### src/sv/grid_hotspot_centroid_assert.svh
// assertion macros for the grid hot-spot centroid block
// expects aclk and aresetn in the scope of each use
`ifndef GRID_HOTSPOT_CENTROID_ASSERT_SVH
`define GRID_HOTSPOT_CENTROID_ASSERT_SVH
`ifndef ASSERT_OFF
`define GHC_ASSERT(lbl, prop, msg) \
    lbl: assert property (@(posedge aclk) disable iff (!aresetn) (prop)) else $error(msg);
`define GHC_ASSERT_NEXT(lbl, ante, cons, msg) \
    lbl: assert property (@(posedge aclk) disable iff (!aresetn) (ante) |=> (cons)) \
        else $error(msg);
`else
`define GHC_ASSERT(lbl, prop, msg)
`define GHC_ASSERT_NEXT(lbl, ante, cons, msg)
`endif
`endif

### src/sv/ghc_pkg.sv
// shared constants, types and helper functions of the grid hot-spot centroid block
// no dependencies
`default_nettype none
package ghc_pkg;
    localparam int ROWS        = 16;
    localparam int COLS        = 64;
    localparam int SAMPLE_BITS = 16;
    localparam int CELLS       = ROWS * COLS;

    localparam int ROW_W  = $clog2(ROWS);
    localparam int COL_W  = (COLS > 1) ? $clog2(COLS) : 1;
    localparam int ADDR_W = $clog2(CELLS);
    localparam int LN_W   = $clog2(CELLS + 1);

    localparam int S_W   = SAMPLE_BITS + LN_W;
    localparam int Q_W   = 2 * SAMPLE_BITS + LN_W;
    localparam int V_W   = 2 * SAMPLE_BITS + 2 * LN_W;
    localparam int VH_W  = V_W / 2;
    localparam int VU_W  = V_W - VH_W;
    localparam int KK_W  = 16;
    localparam int RHS_W = V_W + KK_W;
    localparam int DD_W  = 2 * S_W;

    localparam int HC_W   = LN_W;
    localparam int FCOL_W = $clog2(2 * COLS);
    localparam int FROW_W = (ROWS > 2) ? $clog2(ROWS / 2) : 1;
    localparam int RSUM_W = $clog2(CELLS * ((ROWS - 1) / 2) + 1) + 1;
    localparam int CSUM_W = $clog2(CELLS * (2 * COLS - 1) + 1);
    localparam int DIV_W  = ((RSUM_W > CSUM_W) ? RSUM_W : CSUM_W) + 8;
    localparam int STEP_W = $clog2(DIV_W);

    localparam int KIND_W   = 2;
    localparam int IN_ROW_W = 4;
    localparam int IN_COL_W = 6;
    localparam int SMP_W    = 16;
    localparam int HOT_W    = 11;
    localparam int CROW_W   = 11;
    localparam int CCOL_W   = 15;
    localparam int S_DATA_W = 32;
    localparam int M_DATA_W = 40;

    localparam int K_W       = 8;
    localparam int APB_A_W   = 3;
    localparam int APB_D_W   = 32;
    localparam logic [K_W-1:0] K_RESET = 8'd80;
    localparam logic [APB_A_W-1:0] REG_ADDR_THRESHOLD = 3'd0;

    localparam int WAIT_W     = 3;
    localparam int STAT_DRAIN = 4;
    localparam int CALC_WAIT  = 6;
    localparam int HOT_DRAIN  = 5;

    typedef enum logic [KIND_W-1:0] {
        KIND_WRITE  = 2'd0,
        KIND_CLEAR  = 2'd1,
        KIND_LOCATE = 2'd2
    } kind_t;

    typedef struct packed {
        logic             wr_item;
        logic             clr_wr;
        logic             sweep_rd;
        logic             hot_mode;
        logic             acc_clr;
        logic [ROW_W-1:0] row;
        logic [COL_W-1:0] col;
        logic             div_start;
        logic             div_sel;
        logic             load_qr;
        logic             load_qc;
        logic             out_load;
    } ghc_cmd_t;

    typedef struct packed {
        logic div_done;
        logic hot_none;
        logic out_free;
    } ghc_stat_t;

    function automatic logic [ROW_W-1:0] mod_row(input logic [IN_ROW_W-1:0] r);
        logic [ROW_W-1:0] res;
        res = '0;
        for (int i = 0; i < (1 << IN_ROW_W); i++) begin
            if (r == IN_ROW_W'(i)) res = ROW_W'(i % ROWS);
        end
        return res;
    endfunction

    function automatic logic [COL_W-1:0] mod_col(input logic [IN_COL_W-1:0] c);
        logic [COL_W-1:0] res;
        res = '0;
        for (int i = 0; i < (1 << IN_COL_W); i++) begin
            if (c == IN_COL_W'(i)) res = COL_W'(i % COLS);
        end
        return res;
    endfunction

    function automatic logic [ADDR_W-1:0] cell_addr(input logic [ROW_W-1:0] r,
                                                    input logic [COL_W-1:0] c);
        return ADDR_W'(ADDR_W'(r) * ADDR_W'(COLS) + ADDR_W'(c));
    endfunction
endpackage
`default_nettype wire

### src/sv/ghc_ctrl.sv
// controller state machine: request decode, clear and locate sweeps, division sequencing
// depends on ghc_pkg
`default_nettype none
module ghc_ctrl (
    input  wire logic                        aclk,
    input  wire logic                        aresetn,
    input  wire logic                        in_valid,
    input  wire logic [ghc_pkg::KIND_W-1:0]  in_kind,
    output logic                             in_ready,
    output ghc_pkg::ghc_cmd_t                cmd,
    input  wire ghc_pkg::ghc_stat_t          stat
);
    typedef enum logic [11:0] {
        ST_CLEAR      = 12'b0000_0000_0001,
        ST_IDLE       = 12'b0000_0000_0010,
        ST_STAT       = 12'b0000_0000_0100,
        ST_STAT_DRAIN = 12'b0000_0000_1000,
        ST_CALC       = 12'b0000_0001_0000,
        ST_HOT        = 12'b0000_0010_0000,
        ST_HOT_DRAIN  = 12'b0000_0100_0000,
        ST_DIVR       = 12'b0000_1000_0000,
        ST_DIVR_WAIT  = 12'b0001_0000_0000,
        ST_DIVC       = 12'b0010_0000_0000,
        ST_DIVC_WAIT  = 12'b0100_0000_0000,
        ST_OUT        = 12'b1000_0000_0000
    } state_t;

    state_t                     state_reg, state_next;
    logic [ghc_pkg::ROW_W-1:0]  row_reg, row_next;
    logic [ghc_pkg::COL_W-1:0]  col_reg, col_next;
    logic [ghc_pkg::WAIT_W-1:0] wait_reg, wait_next;
    logic                       last_cell;

    assign last_cell = (row_reg == ghc_pkg::ROW_W'(ghc_pkg::ROWS - 1)) &&
                       (col_reg == ghc_pkg::COL_W'(ghc_pkg::COLS - 1));

    always_comb begin
        state_next = state_reg;
        row_next   = row_reg;
        col_next   = col_reg;
        wait_next  = wait_reg;
        in_ready   = 1'b0;
        cmd        = '0;
        cmd.row    = row_reg;
        cmd.col    = col_reg;
        if (state_reg == ST_CLEAR || state_reg == ST_STAT || state_reg == ST_HOT) begin
            if (col_reg == ghc_pkg::COL_W'(ghc_pkg::COLS - 1)) begin
                col_next = '0;
                row_next = last_cell ? '0 : row_reg + 1'b1;
            end else begin
                col_next = col_reg + 1'b1;
            end
        end
        case (state_reg)
            ST_CLEAR: begin
                cmd.clr_wr = 1'b1;
                if (last_cell) state_next = ST_IDLE;
            end
            ST_IDLE: begin
                in_ready = 1'b1;
                if (in_valid) begin
                    case (in_kind)
                        ghc_pkg::KIND_WRITE:  cmd.wr_item = 1'b1;
                        ghc_pkg::KIND_CLEAR:  state_next = ST_CLEAR;
                        ghc_pkg::KIND_LOCATE: begin
                            cmd.acc_clr = 1'b1;
                            state_next  = ST_STAT;
                        end
                        default: ;
                    endcase
                end
            end
            ST_STAT: begin
                cmd.sweep_rd = 1'b1;
                wait_next    = '0;
                if (last_cell) state_next = ST_STAT_DRAIN;
            end
            ST_STAT_DRAIN: begin
                wait_next = wait_reg + 1'b1;
                if (wait_reg == ghc_pkg::WAIT_W'(ghc_pkg::STAT_DRAIN - 1)) begin
                    wait_next  = '0;
                    state_next = ST_CALC;
                end
            end
            ST_CALC: begin
                wait_next = wait_reg + 1'b1;
                if (wait_reg == ghc_pkg::WAIT_W'(ghc_pkg::CALC_WAIT - 1)) begin
                    wait_next  = '0;
                    state_next = ST_HOT;
                end
            end
            ST_HOT: begin
                cmd.sweep_rd = 1'b1;
                cmd.hot_mode = 1'b1;
                wait_next    = '0;
                if (last_cell) state_next = ST_HOT_DRAIN;
            end
            ST_HOT_DRAIN: begin
                cmd.hot_mode = 1'b1;
                wait_next    = wait_reg + 1'b1;
                if (wait_reg == ghc_pkg::WAIT_W'(ghc_pkg::HOT_DRAIN - 1)) begin
                    wait_next  = '0;
                    state_next = stat.hot_none ? ST_OUT : ST_DIVR;
                end
            end
            ST_DIVR: begin
                cmd.div_start = 1'b1;
                state_next    = ST_DIVR_WAIT;
            end
            ST_DIVR_WAIT: begin
                if (stat.div_done) begin
                    cmd.load_qr = 1'b1;
                    state_next  = ST_DIVC;
                end
            end
            ST_DIVC: begin
                cmd.div_start = 1'b1;
                cmd.div_sel   = 1'b1;
                state_next    = ST_DIVC_WAIT;
            end
            ST_DIVC_WAIT: begin
                cmd.div_sel = 1'b1;
                if (stat.div_done) begin
                    cmd.load_qc = 1'b1;
                    state_next  = ST_OUT;
                end
            end
            ST_OUT: begin
                if (stat.out_free) begin
                    cmd.out_load = 1'b1;
                    state_next   = ST_IDLE;
                end
            end
            default: state_next = ST_IDLE;
        endcase
    end

    always_ff @(posedge aclk) begin
        if (!aresetn) begin
            state_reg <= ST_CLEAR;
            row_reg   <= '0;
            col_reg   <= '0;
            wait_reg  <= '0;
        end else begin
            state_reg <= state_next;
            row_reg   <= row_next;
            col_reg   <= col_next;
            wait_reg  <= wait_next;
        end
    end
endmodule
`default_nettype wire

### config.mk
export PLATFORM = sky130hd
export DESIGN_NAME = ghc_ctrl
export DESIGN_NICKNAME = d
export VERILOG_FILES = /design/src/sv/grid_hotspot_centroid_assert.svh /design/src/sv/ghc_pkg.sv /design/src/sv/ghc_ctrl.sv
export SDC_FILE = /design/constraint.sdc
export NUM_CORES = 1
export LEC_CHECK = 0
export BUFFER_PORTS_ARGS = -buffer_cell sky130_fd_sc_hd__buf_2
export CAP_MARGIN = 20
export CORE_MARGIN = 2
export CORE_UTILIZATION = 48
export CTS_CLUSTER_SIZE = 14
export DETAILED_ROUTE_END_ITERATION = 16
export GPL_TIMING_DRIVEN = 0
export PLACE_DENSITY = 0.69
export SLEW_MARGIN = 20
export SYNTH_ARGS = -nofsm -noshare
export SYNTH_HDL_FRONTEND = slang
export SYNTH_SLANG_ARGS = --single-unit
### constraint.sdc
create_clock -name aclk -period 2.7 [get_ports aclk]
set_input_delay 0.135 -clock aclk [delete_from_list [all_inputs] [get_ports aclk]]
set_output_delay 0.135 -clock aclk [all_outputs]
set_load 0.01 [all_outputs]
==> out/metrics.yaml <==
status:
  outcome: "finished, final reports clean"
synthesis:
  post_synth_instance_area_um2: 1860
  yosysWarnings: 0
  number_of_enable_flip_flop_cells_after_synthesis: 0
  ys.flop_type: "sky130_fd_sc_hd__dfxtp_1"
  netlist_instances: 221
  synth_sequential_area_ratio_pct: 26.9
  synth_register_bits: 25
  netlist-cell-type-count: 55
  ys_async_sr_fraction_pct: 0
  syn_avg_cell_area_um2: 8.42
  synth_fp_nets: 236
cells_and_area:
  layout.cells.most_common_list: "35 x sky130_fd_sc_hd__buf_2, 25 x sky130_fd_sc_hd__dfxtp_1, 22 x sky130_fd_sc_hd__nor2_1"
  final_cells: 301
  utilization_after_layout_pct: 57.4
  layout-drive-gt1-share_pct: 22.5
  largest_register_ffs: 12
  layout-area-overhead-vs-synth_pct: 13.9
  fillCellCount: 375
  most_frequent_standard_cell_in_the_layout_excluding_fill_and_tap_cells: "sky130_fd_sc_hd__buf_2"
  nNetsFinal: 269
  n_antenna_cell: 0
detailed_routing:
  drt.antenna.violating_nets: 0
  drt_first_iter_violations: 79
  finalWirelength_um: 4950
  drt_drc_violations_left: 0
  drtPass1Iterations: 4
  routed_via_density: 6.22
  wl_per_cell_um: 16.4
  routed-via-count: 1873
floorplanning:
  pin_count: 29
  die_height_um: 66.3
  die-area_um2: 4390
  rows: 22
  floorplan.initialDensity_pct: 50.4
  chipWidth_um: 66.3
  core_region_area_um2: 3690
critical_path:
  setup_slack_on_the_worst_flop_to_flop_path_ns: 0.28
  start_kind: "flip-flop"
  cp_data_required_time_ns: 2.91
  critical_path.slowest_cell: "sky130_fd_sc_hd__nor4b_1"
  end_kind: "flip-flop"
  startpoint_to_endpoint_class_of_the_critical_path: "flip-flop to flip-flop"
  regToRegEndpoint: "state_reg[6]"
  cp_slowest_stage_delay_ns: 0.80
  worstPathArrival_ns: 2.63
  crit-reg2reg-launch: "state_reg[6]"
  ff2ff_path_depth: 6
  crit_chain: "buf_2 > nor4b_1 > a22o_1 > a21oi_2 > o211ai_2 > mux2i_1"
  cp_max_fo: 10
power_and_ir_drop:
  power-per-cell-area_nw_per_um2: 568
  worst_case_vdd_ir_drop_v: 0.000209
  overall_power_of_the_completed_layout_mw: 1.20
  cellLeakagePower_nw: 0.893
global_routing:
  grt_pass1_vias: 1664
  grt_start_max_net_pins: 16
  antenna_found_initial: 0
  first_pass_grt_wire_length_um: 7960
  grt_usage_pct: 23.4
  grt-ovfl-total: 0
clocking:
  clock_tree.root_cell: "sky130_fd_sc_hd__clkbuf_8"
  clk_latency_ns: 0.28
  tritoncts: "yes"
  cts.repair_timing.setup_buffer_count: 0
  ctsLongestPathBuffers: 2
  cts.reportedPaths.clkPinSlew_ns: 0.10
  cts_inserted_buffers: 3
  postCtsHoldBufs: 0
  cts-htree-levels: 1
  clock_sinks: 25
placed_design:
  gp_congestion: 0.871
  placedCellCount: 297
  placement.setup.worst_slack_ns: 0.313
  detailedPlacementHpwl_um: 3600
  io_buffers: 28
job:
  maxCapViolCount: 0
sta:
  timing.setup.tns_ns: 0
  finalWorstPathRequiredPeriod_ns: 2.42
  final_critical_path_setup_slack_ns: 0.279
  hold_viol_final: 0
  rsz0062_at_grt: "false"
  skew_ns: 0.00161
  max_slew.worst_pin.slew_ns: 0.951
  final-setup-viol-count: 0
  finalCritPeriodShare_pct: 89.7
  timing_max_transition_violations_final: 0
  max_slew_margin_pct: 35.7
  clock.fmax_mhz: 413
min_path:
  hold_path_class: "input port to flip-flop"
  hp-start: "stat[1]"
  end_point_of_the_worst_hold_path: "state_reg[7]"
  hold-path-cell-count: 2
per-layer routing:
layer	track usage [%]	share of wire (%)	up-vias
met2	35.4	46	55
li1	-	-	910
met4	9.18	1.5	0
met5	0	0	-
met1	33.7	48	894
met3	2.56	5.0	14
critical path, delay by kind of cell, from the launching register on:
| kind | cells | cell delay [ns] |
|---|---|---|
| simple gates | 1 | 0.80 |
| compound gates | 3 | 0.78 |
| flops | 1 | 0.31 |
| mux | 1 | 0.24 |
| buf+inv | 1 | 0.22 |
power breakdown:
group          switching (mW)  total, mW  leakage (nW)  internal, mW
Combinational           0.346      0.541         0.669         0.194
Sequential             0.0246      0.422         0.202         0.398
Clock                   0.135      0.240        0.0217         0.105
Total                   0.506       1.20         0.893         0.697
worst max path at each step:
stage                       from            to  slack (ns)  depth (start not counted)
detailed placement  state_reg[9]   wait_reg[2]        0.31                          6
global route        state_reg[5]       cmd[19]        0.09                          7
floorplan           state_reg[8]       cmd[19]        0.70                          6
CTS                 state_reg[9]       cmd[19]        0.17                          7
global placement    state_reg[9]   wait_reg[2]        0.32                          6
finish              state_reg[6]  state_reg[6]        0.28                          6
stage by stage:
| step | hold slack, ns | instance area (um^2) |
|---|---|---|
| 2_1_floorplan | 0.211 | 1860 |
| 3_3_place_gp | 0.330 | 2060 |
| 3_5_place_dp | 0.333 | 2060 |
| 4_1_cts | 0.0386 | 2110 |
| 5_1_grt | 0.0369 | 2120 |
| 6_report | 0.0387 | 2120 |
final cells by class:
class	instances	area, um^2	share of cell area (%)
multi-input cells	176	1260	59.4
flip-flops and latches	25	500	23.6
repair buffers	28	140	6.62
plain buffers	14	87.6	4.13
well taps	48	60.1	2.84
clock buffers	3	41.3	1.95
inverters	6	22.5	1.06
clock inverters	1	7.51	0.354
timing repair:
item | CTS | global route
resized for setup | 0 | 1
hold endpoints to repair | 0 | 0
setup endpoints to repair | 0 | 2
cell families after synthesis:
logic type	after synthesis	synth area share (%)
xor gates and xnor gates	13	6.12
and+or+nand+nor	102	33.8
DFF	25	26.9
adders and majority gates	7	4.71
AOI/OAI and AO/OA	50	20.4
muxes	4	2.15
buffers and inverters	20	5.92
synthesized netlist by cell type, types with 2 or more instances:
| cell type | number | area (um^2) |
|---|---|---|
| sky130_fd_sc_hd__o31ai_1 | 7 | 52.6 |
| sky130_fd_sc_hd__a32oi_1 | 2 | 17.5 |
| sky130_fd_sc_hd__buf_2 | 7 | 35.0 |
| sky130_fd_sc_hd__o211ai_1 | 2 | 15.0 |
| sky130_fd_sc_hd__and4b_1 | 2 | 20.0 |
| sky130_fd_sc_hd__nor3_1 | 9 | 45.0 |
| sky130_fd_sc_hd__nor4_1 | 3 | 18.8 |
| sky130_fd_sc_hd__buf_6 | 3 | 33.8 |
| sky130_fd_sc_hd__or4_1 | 3 | 22.5 |
| sky130_fd_sc_hd__nor4_2 | 4 | 50.1 |
| sky130_fd_sc_hd__nand2_1 | 20 | 75.1 |
| sky130_fd_sc_hd__nand4_1 | 6 | 37.5 |
| sky130_fd_sc_hd__or4_4 | 2 | 22.5 |
| sky130_fd_sc_hd__clkbuf_1 | 3 | 11.3 |
| sky130_fd_sc_hd__and3_1 | 8 | 50.1 |
| sky130_fd_sc_hd__a22oi_1 | 2 | 15.0 |
| sky130_fd_sc_hd__ha_1 | 7 | 87.6 |
| sky130_fd_sc_hd__nand3_1 | 5 | 25.0 |
| sky130_fd_sc_hd__nor2_1 | 22 | 82.6 |
| sky130_fd_sc_hd__o21ai_1 | 4 | 20.0 |
| sky130_fd_sc_hd__dfxtp_1 | 25 | 500 |
| sky130_fd_sc_hd__a22o_1 | 2 | 17.5 |
| sky130_fd_sc_hd__a21oi_1 | 10 | 50.1 |
| sky130_fd_sc_hd__mux2i_1 | 4 | 40.0 |
| sky130_fd_sc_hd__inv_1 | 6 | 22.5 |
| sky130_fd_sc_hd__o2111ai_1 | 2 | 17.5 |
| sky130_fd_sc_hd__a211oi_1 | 4 | 30.0 |
| sky130_fd_sc_hd__xnor2_1 | 4 | 35.0 |
| sky130_fd_sc_hd__nor4b_1 | 8 | 70.1 |
| sky130_fd_sc_hd__xor2_1 | 9 | 78.8 |
| sky130_fd_sc_hd__a32o_1 | 2 | 20.0 |
No activity file was read; power rests on OpenSTA's default activity.
